## config.mk

```make
export PLATFORM = sky130hd
export DESIGN_NAME = a2cb_norm
export DESIGN_NICKNAME = d
export VERILOG_FILES = /design/src/hdl/a2cb_pkg.sv /design/src/hdl/a2cb_norm.sv
export SDC_FILE = /design/constraint.sdc
export NUM_CORES = 1
export LEC_CHECK = 0
export ABC_AREA = 0
export BUFFER_PORTS_ARGS = -buffer_cell sky130_fd_sc_hd__buf_2
export CORE_ASPECT_RATIO = 1.5
export CORE_UTILIZATION = 48
export CTS_CLUSTER_DIAMETER = 60
export DETAILED_ROUTE_END_ITERATION = 6
export GPL_ROUTABILITY_DRIVEN = 1
export PLACE_DENSITY = 0.76
export SLEW_MARGIN = 30
export SYNTH_ARGS = -nofsm -noshare
export SYNTH_HDL_FRONTEND = slang
export SYNTH_SLANG_ARGS = --single-unit
```

## constraint.sdc

```tcl
create_clock -name clk -period 2.9 [get_ports clk]
set_input_delay 0 -clock clk [delete_from_list [all_inputs] [get_ports clk]]
set_output_delay 0 -clock clk [all_outputs]
set_load 0.01 [all_outputs]
```

## src/hdl/a2cb_pkg.sv

```systemverilog
// ----------------------------------------------------------------------------
// a2cb_pkg - shared types and constants
// Field widths, fixed-point constants and the stage tag of the
// amplitude-to-centibels pipeline.
// ----------------------------------------------------------------------------
package a2cb_pkg;

  localparam int FRACTION_BITS_DEF = 24;

  localparam int AMP_W   = 18;
  localparam int MAG_W   = AMP_W - 1;
  localparam int LEVEL_W = 15;
  localparam int MANT_W  = 63;           // UQ1.62
  localparam int EXP_W   = 5;
  localparam int SCALE_W = 62;           // UQ10.52
  localparam int SPLIT_W = 31;           // scale constant halves
  localparam int LOG_INT = 16;           // log2 of unity gain

  localparam logic [AMP_W-1:0]   AMP_UNITY   = 18'd65536;
  localparam logic [LEVEL_W-1:0] LEVEL_FLOOR = 15'd10000;
  // 2000*log10(2), rounded to nearest
  localparam logic [SCALE_W-1:0] SCALE_Q52   = 62'd2711437152599295475;

  typedef struct packed {
    logic             vld;
    logic             ok;
    logic [EXP_W-1:0] expo;
  } tag_t;

endpackage

```

## src/hdl/a2cb_norm.sv

```systemverilog
// ----------------------------------------------------------------------------
// a2cb_norm - range check and normalization
// Flags factors outside 1..65536, finds the leading one and aligns the
// mantissa to UQ1.62.
// ----------------------------------------------------------------------------
module a2cb_norm (
  input  logic                         clk,
  input  logic                         rst,
  input  logic                         en,
  input  logic                         vld_in,
  input  logic [a2cb_pkg::AMP_W-1:0]   amp,
  output a2cb_pkg::tag_t               tag,
  output logic [a2cb_pkg::MANT_W-1:0]  mant
);
  import a2cb_pkg::*;

  logic             ok;
  logic [EXP_W-1:0] expo_c;
  logic [MANT_W-1:0] mant_c;

  always_comb begin
    ok     = !amp[AMP_W-1] && (amp != '0) && (amp <= AMP_UNITY);
    expo_c = '0;
    for (int i = 0; i < MAG_W; i++) begin
      if (amp[i]) begin
        expo_c = EXP_W'(i);
      end
    end
    mant_c = MANT_W'(amp[MAG_W-1:0]) << (6'(MANT_W - 1) - {1'b0, expo_c});
  end

  always_ff @(posedge clk) begin
    if (rst) begin
      tag <= '0;
    end else if (en) begin
      tag <= '{vld: vld_in, ok: ok, expo: expo_c};
    end
  end

  always_ff @(posedge clk) begin
    if (en) begin
      mant <= mant_c;
    end
  end

endmodule

```

==> run metrics <==
Synth area leaders edfxtp_1 (52%), dfxtp_1 (3.9%), mux2i_1 (3.3%); latest clock arrival within the worst-skew pair 330 ps; status completed; Top Ports just over 90; CP peak stage delay ~330 ps; measured slew at the worst slew-check pin approximately 910 ps; worst hold path class in2reg; Max-cap violations 0; Setup crit end kind register; area of the multi-input gates between 1500 and 2000 um2; antenna-violating nets left 0; r2r startpoint tag[1]$_SDFFE_PP0P_; worst path arrival time roughly 2600 ps; Critical Path Source amp[2]; Placed Instances ~560; CTS tree built; fin cells just under 600; Crit-path slowest cell o22a_1; EDFF count, synth 63; post-layout minimum cycle time about 2500 ps; critical path type in2reg; leakage about 1.9 nW; Seq/Total Area, Yosys a little under three fifths; Layout area overhead 30.6%; routed len/inst approximately 17 um; Die Footprint roughly 7900 um2; grt ovf 0; # rows 38; final worst setup slack 358 ps; setup violators final 0; CTS Buf Count 9; Setup Skew 0 ps; Max Clock Freq ~400 MHz; Yosys warning count 0; final period utilization 87.7%; first-pass GRT wire length ~15000 um; vias in the first global route just over 3000; root buf cell clkbuf_8; Synth top cells by count edfxtp_1 (63), nor2_1 (30), a21oi_1 (22), nand2_1 (17), o21ai_0 (16); vias per inst 5.64; Startpoint Class input port; Peak VDD IR 0.000313 V; relative slew slack between 30% and 40%; area leader, netlist edfxtp_1; input/output buffers 91; 1st-iter DRT viols roughly 210; cells on worst reg2reg path 2; # fillers 613; Gate Count Post-Synth 316; GRT Util Overall between 20% and 30%; gpl congestion between 0.9 and 1; DRC errors left 0; CP max FO 9; initial antenna violation count 0; Netlist cell types 64; area share of the largest cell type after synthesis approximately 52%; post-CTS sizing 0; RR Endpoint tag[1]$_SDFFE_PP0P_; Final HPWL DP around 7500 um; cell with the most instances after synthesis edfxtp_1; DRT Wirelength approximately 9700 um; Die H around 110 um; die width roughly 73 um; total number of vias 3261; core box area 7270 um2; initial core utilization between 40% and 50%; total number of H-tree levels 3; share of cells above drive strength 1 34.7%; Async S/R FF share, synth 0%; crit path cell chain buf_2 > nor2_1 > o31ai_1 > a211oi_1 > nor3_1 > o31a_1 > ha_1 > or2_2 > o22a_1 > buf_4 > nand2_1 > o41ai_1 > a21oi_1 > o22ai_1; crit path to mant[60]$_SDFFCE_PN0P_; flop-to-flop setup slack around 2200 ps; Register Area between 2000 and 2500 um2; First-pass DRT Iterations 5; Syn Std Cell Area 3610 um2; Layout Nets about 500; count of pins over their slew limit 0; Avg Cell Area, Syn about 11 um2; Clock transition at path regs roughly 70 ps; Critical Path RT just under 3000 ps; Layout Utilization 64.8%; RSZ-0062 raised after global routing false; CTS sink count 70; largest net degree at the start of global routing 43; setup TNS 0 ps; final hold vios 0; worst-case clock buffer depth 2; pre-CTS setup slack 20.2 ps; synthesized flop and latch total 70; P per Cell Area about 540 nW/um2; Diodes inserted 0; prevailing post-synth register cell edfxtp_1
==> cells in the final DEF (no fill, tap or decap), types with 6 or more instances in the layout <==
cell	netlist	final
buf_2	5	91
a211oi_1	7	7
o22ai_1	14	14
nor2_1	30	30
clkbuf_8	0	9
a21oi_1	22	22
a31oi_1	6	6
nand2_1	17	17
dfxtp_1	7	7
edfxtp_1	63	63
nor3_1	6	6
mux2i_1	12	12
conb_1	1	36
o21ai_0	16	16
o211ai_1	7	7
nand3_1	10	10
buf_4	0	34
==> power breakdown <==
group	leakage, nW	switching [W]	internal [W]
combinational	1.19	0.000391	0.000271
clock	0.0720	0.000342	0.000305
sequential	0.670	0.0000221	0.00121
==> cell families (layout without fill, tap and decap cells) <==
logic type,after synthesis,count (layout),synth area share (%)
AO/OA/AOI/OAI,104,104,19.2
AND/OR/NAND/NOR,96,96,13.7
flip-flops,70,70,56.3
other,1,36,0.104
adder cells (fa/ha/maj),1,1,0.346
multiplexers,18,18,6.75
buffers and inverters,25,152,3.39
XOR/XNOR,1,1,0.243
==> per-stage QoR <==
stage,instance area (um2),hold slack (ps),total power (W)
floorplan,3740,69.1,0.00163
global placement,4520,246,0.00190
detailed placement,4520,261,0.00190
CTS,4720,133,0.00255
global route,4720,176,0.00265
finish,4720,147,0.00254
==> flip-flops by register name, summed over array words and instances (netlist names) <==
register and count:
mant 63, tag 7
==> final cells by class <==
type	count	area share, %
flip-flops and latches	70	43.1
multi-input cells	256	33.7
repair buffers	130	16.6
clock buffers	10	2.71
well taps	100	2.65
clock inverters	6	0.822
inverters	6	0.478
==> critical path: cells and delay by family <==
kind            cells  cell delay, ps
compound gates      7            1400
fa+ha+maj           1             240
buf+inv             2             360
simple gates        4             600
==> per-layer routing <==
metal | GRT usage, % | wire, um | part of all wire [%]
met3 | 4.01 | 500 | 5.2
met5 | 0 | 0 | 0
met2 | 44.2 | 5070 | 52
met1 | 26.3 | 3380 | 35
met4 | 22.5 | 713 | 7.4
==> how the worst min path moves through the flow <==
stage / start / to / cells after the start
after floorplan: rst / tag[2]$_SDFFE_PP0P_ / 1
after global placement: vld_in / tag[6]$_SDFFE_PP0P_ / 3
after detailed placement: vld_in / tag[6]$_SDFFE_PP0P_ / 3
after CTS: amp[16] / tag[4]$_SDFFE_PP0P_ / 4
after global routing: amp[16] / tag[4]$_SDFFE_PP0P_ / 4
final: amp[16] / tag[4]$_SDFFE_PP0P_ / 4
==> repair_timing <==
item	4_1_cts	5_1_grt
buffers inserted	0	0
hold endpoints to repair	7	0
hold buffers	3	0
(Power assumes the default switching activity.)
