===== src/hdl/a2cb_pkg.sv =====
// ----------------------------------------------------------------------------
// a2cb_pkg - shared types and constants
// Field widths, fixed-point constants and the stage tag of the
// amplitude-to-centibels pipeline.
// ----------------------------------------------------------------------------
package a2cb_pkg;

  localparam int FRACTION_BITS_DEF = 24;

  localparam int AMP_W   = 18;
  localparam int MAG_W   = AMP_W - 1;
  localparam int LEVEL_W = 15;
  localparam int MANT_W  = 63;           // UQ1.62
  localparam int EXP_W   = 5;
  localparam int SCALE_W = 62;           // UQ10.52
  localparam int SPLIT_W = 31;           // scale constant halves
  localparam int LOG_INT = 16;           // log2 of unity gain

  localparam logic [AMP_W-1:0]   AMP_UNITY   = 18'd65536;
  localparam logic [LEVEL_W-1:0] LEVEL_FLOOR = 15'd10000;
  // 2000*log10(2), rounded to nearest
  localparam logic [SCALE_W-1:0] SCALE_Q52   = 62'd2711437152599295475;

  typedef struct packed {
    logic             vld;
    logic             ok;
    logic [EXP_W-1:0] expo;
  } tag_t;

endpackage


===== src/hdl/a2cb_scale.sv =====
// ----------------------------------------------------------------------------
// a2cb_scale - log2 to centibels
// Forms 16 - log2, multiplies by 2000*log10(2) in partial products, then
// rounds, clamps and negates. Five stages.
// ----------------------------------------------------------------------------
module a2cb_scale #(
  parameter int FB = a2cb_pkg::FRACTION_BITS_DEF
) (
  input  logic                          clk,
  input  logic                          rst,
  input  logic                          en,
  input  a2cb_pkg::tag_t                tag_in,
  input  logic [FB-1:0]                 frac_in,
  output logic                          vld_out,
  output logic [a2cb_pkg::LEVEL_W-1:0]  level
);
  import a2cb_pkg::*;

  localparam int LW = FB + EXP_W;
  localparam int LL = (LW + 1) / 2;
  localparam int LH = LW - LL;
  localparam int PW = LW + SCALE_W;

  localparam logic [SPLIT_W-1:0] S_LO = SCALE_Q52[SPLIT_W-1:0];
  localparam logic [SPLIT_W-1:0] S_HI = SCALE_Q52[SCALE_W-1:SPLIT_W];

  logic [4:0]              vld;
  logic [3:0]              ok;
  logic [LW-1:0]           lmag;
  logic [LL+SPLIT_W-1:0]   pp_ll, pp_lh;
  logic [LH+SPLIT_W-1:0]   pp_hl, pp_hh;
  logic [LL+2*SPLIT_W-1:0] sum_l;
  logic [LH+2*SPLIT_W-1:0] sum_h;
  logic [PW-1:0]           prod;
  logic [PW:0]             diff;
  logic [LEVEL_W-1:0]      mag_raw, mag;
  logic [LEVEL_W-1:0]      level_next;

  always_ff @(posedge clk) begin
    if (rst) begin
      vld <= '0;
    end else if (en) begin
      vld <= {vld[3:0], tag_in.vld};
    end
  end

  always_ff @(posedge clk) begin
    if (en) begin
      ok    <= {ok[2:0], tag_in.ok};
      lmag  <= {EXP_W'(LOG_INT), {FB{1'b0}}} - {tag_in.expo, frac_in};
      pp_ll <= lmag[LL-1:0] * S_LO;
      pp_lh <= lmag[LL-1:0] * S_HI;
      pp_hl <= lmag[LW-1:LL] * S_LO;
      pp_hh <= lmag[LW-1:LL] * S_HI;
      sum_l <= (LL+2*SPLIT_W)'(pp_ll) + ((LL+2*SPLIT_W)'(pp_lh) << SPLIT_W);
      sum_h <= (LH+2*SPLIT_W)'(pp_hl) + ((LH+2*SPLIT_W)'(pp_hh) << SPLIT_W);
      prod  <= PW'(sum_l) + (PW'(sum_h) << LL);
      level <= level_next;
    end
  end

  // subtract one half, truncate, clamp, negate
  always_comb begin
    diff    = {1'b0, prod} - ((PW+1)'(1) << (FB + 51));
    mag_raw = diff[PW-1:FB+52];
    if (diff[PW]) begin
      mag = '0;
    end else if (mag_raw > LEVEL_FLOOR) begin
      mag = LEVEL_FLOOR;
    end else begin
      mag = mag_raw;
    end
    level_next = ok[3] ? (LEVEL_W'(0) - mag) : '0;
  end

  assign vld_out = vld[4];

endmodule


===== config.mk =====
export PLATFORM = sky130hd
export DESIGN_NAME = a2cb_scale
export DESIGN_NICKNAME = d
export VERILOG_FILES = /design/src/hdl/a2cb_pkg.sv /design/src/hdl/a2cb_scale.sv
export SDC_FILE = /design/constraint.sdc
export NUM_CORES = 2
export LEC_CHECK = 0
export ABC_AREA = 1
export BUFFER_PORTS_ARGS = -buffer_cell sky130_fd_sc_hd__buf_4
export CORE_MARGIN = 3
export CORE_UTILIZATION = 43
export DETAILED_ROUTE_END_ITERATION = 12
export GPL_ROUTABILITY_DRIVEN = 0
export SKIP_LAST_GASP = 1
export SYNTH_ARGS = -nofsm -noshare
export SYNTH_HDL_FRONTEND = slang
export SYNTH_SLANG_ARGS = --single-unit

===== constraint.sdc =====
create_clock -name clk -period 7.2 [get_ports clk]
set_clock_uncertainty 0.2 [all_clocks]
set_input_delay 0.72 -clock clk [delete_from_list [all_inputs] [get_ports clk]]
set_output_delay 0.72 -clock clk [all_outputs]
set_load 0.05 [all_outputs]

==> key figures <==
Clock tree
  • Clock buffer depth: 3
  • Clk Latency, worst-skew pair: 0.63 ns
  • Clock sink total: 371
  • CTS tree: done
  • Num CTS Buffers: 46
  • CTS root buffer: clkbuf_16
  • H-tree levels: 2
  • CTS clock-pin slew for the worst setup and hold paths: 0.06 ns
  • Post-CTS Hold Fix Bufs: 0

Yosys
  • Most instantiated cells after synthesis: inv_1 (1145), ha_1 (662), fa_1 (588)
  • Syn_nets: 6229
  • Dominant cell type by area after synthesis: fa_1
  • Syn. warnings: 0
  • Sequential area share after synthesis: 23.7%
  • Ys async rst share: 0%
  • Synthesized area per cell: 9.48 um2
  • Seq cells post-synth: 371
  • Top-area cell type share of the netlist area: 25.1%
  • Top post-synthesis cells by area: fa_1 (25%), edfxtp_1 (23%), ha_1 (18%)
  • Post-synth EDFFs: 366
  • Distinct cell type count after synthesis: 54
  • Cell Area, Synth: 46900 um2
  • Commonest register cell after synthesis: edfxtp_1
  • Most numerous cell in the Yosys netlist: inv_1
  • Synth Instances: 4945

Timing
  • Slew Limit Headroom: 30.8%
  • Min Hold Slack: 0.0746 ns
  • Endpoints failing setup: 0
  • Least-Margin Pin Slew: 1.04 ns
  • Final Hold Vio Count: 0
  • Max-slew violations: 0
  • Final min period: 6.75 ns
  • Unrepaired setup endpoints after global routing: no
  • Max Fclk: 0.148 GHz
  • Post-route setup TNS: 0 ns
  • Fin crit share: 93.8%
  • Worst setup margin: 0.447 ns

Finish
  • Area Overhead vs Synth: 8.72%
  • Fill cells: 10200
  • Nets@finish: 6388
  • Layout cells sized above 1: 4.73%
  • Design Area, Final: 51000 um2

Setup path
  • Arr. time, crit path: 6.94 ns
  • Top cell by count, worst path: fa_1
  • Worst setup EP type: register
  • Worst Path Required: 7.38 ns
  • Max incr delay on CP: 0.77 ns
  • Slowest cell on crit path: fa_1
  • CP Launch Type: register
  • Critical path peak fanout: 10
  • Critical path cell sequence: fa_1 > inv_1 > fa_1 > fa_1 > fa_1 > inv_1 > fa_1 > inv_1 > fa_1 > inv_1 > ha_1 > a21oi_1 > nor2_1 > nor2_1 > inv_1 > a21oi_1 > nand2_1 > a21oi_1 > o21ai_0 > nand2_1 > nand2_1 > nand2_1 > nand3b_1 > xor2_1
  • Critical path type: reg2reg

Route
  • Via density: 5.26
  • WL final: 131000 um
  • Antenna Violating Nets Remaining: 0
  • First drt pass iteration count: 6
  • # DRC: 0
  • Drt wl/cell: 20.0 um
  • Via count: 34400
  • DRT iter0 DRCs: 2640

Status
  • Outcome: finished clean

Job
  • Total of max-cap violations: 0

Die
  • Starting Density: 43.6%
  • Core ar.: 108000 um2
  • Die area: 113000 um2
  • Die outline height: 336 um
  • Floorplan die width: 336 um
  • Num rows: 120
  • Number of top-level pins: 50

Global routing
  • Initial antenna violation count: 0
  • First-pass GRT wire length: 204000 um
  • Largest net degree at the start of global routing: 144
  • Total track usage: 23.6%
  • Number of global-route vias before repair: 35300
  • GRT Residual Overflow: 0

Place
  • Placed inst area: 49500 um2
  • DPL Wire Length: 113000 um
  • Pre-CTS setup slack: 0.285 ns
  • PortBufs: 49

Hold path
  • HP Class: in2reg
worst paths after layout:
check / startpoint / end / slack [ns] / cells after the start
max reg2reg: lmag[27] / pp_hl[43] / 0.45 / 24
min reg2reg: pp_hl[20] / sum_h[20] / 0.21 / 0
min: tag_in[5] / ok[0] / 0.07 / 1
max: lmag[27] / pp_hl[43] / 0.45 / 24
per-stage QoR:
step | utilization [%] | std cells
2_1_floorplan | - | 4945
3_3_place_gp | 46.0 | 6457
3_5_place_dp | 46.0 | 6457
4_1_cts | 47.3 | 6540
5_1_grt | 47.4 | 6542
6_report | 47.4 | 6543
cell families after synthesis:
family | synth area share, %
AOI/OAI and AO/OA | 8.10
xor gates and xnor gates | 5.21
buffers and inverters | 9.23
and+or+nand+nor | 11.0
DFF | 23.7
adders and majority gates | 42.8
sequential cells by signal, summed over array words and instances (netlist names):
register	cells
pp_lh	44
pp_hl	45
lmag	29
sum_l	62
pp_ll	32
vld	5
prod	16
pp_hh	43
sum_h	76
level	15
ok	4
cell type report:
| class | instances | area, um2 | share of cell area, % |
|---|---|---|---|
| multi-input combinational | 3425 | 31500 | 61.7 |
| clock buffer | 50 | 1170 | 2.29 |
| inverter | 1146 | 4300 | 8.44 |
| antenna | 1 | 2.50 | 0.00491 |
| sequential | 371 | 11100 | 21.8 |
| timing repair buffer | 114 | 888 | 1.74 |
| clock inverter | 33 | 305 | 0.599 |
| tap | 1403 | 1760 | 3.44 |
timing repair:
item | CTS | global route
setup buffers | 0 | 2
setup endpoints to repair | 0 | 7
gates resized for setup | 0 | 1
worst max-delay path: cells and delay by family, from the launching register on:
family / cells / cell delay, ns
compound gates: 4 / 0.83
fa+ha+maj: 7 / 3.68
simple gates: 7 / 0.60
flops: 1 / 0.60
buf+inv: 5 / 0.44
xor+xnor: 1 / 0.15
routing by layer:
layer  part of all wire [%]  global-route usage, %  up-vias
met5                      0                      0        -
met4                    3.1                   7.01        0
met3                    8.7                   5.77      220
met2                     44                   37.1     1273
met1                     44                   32.5    16600
li1                       -                      -    16300
layout by cell type (no fill, tap or decap), drive strengths merged, types with 7 or more instances in the layout:
cell and instances:
buf 114, a221oi 7, nor2 385, a21o 13
ha 662, and3 7, nand3 98, o21a 31
xor2 178, nand2 578, o211ai 10, clkinv 22
nand4 52, edfxtp 366, a21oi 335, o221ai 8
o21bai 11, o21ai 198, nor4 26, nor3 57
inv 1152, fa 588, a31oi 37, clkbuf 50
xnor2 101
Power is left out: the tool's default activity adds up to more than one toggle a clock period on the data nets, which glitch-free logic cannot reach.
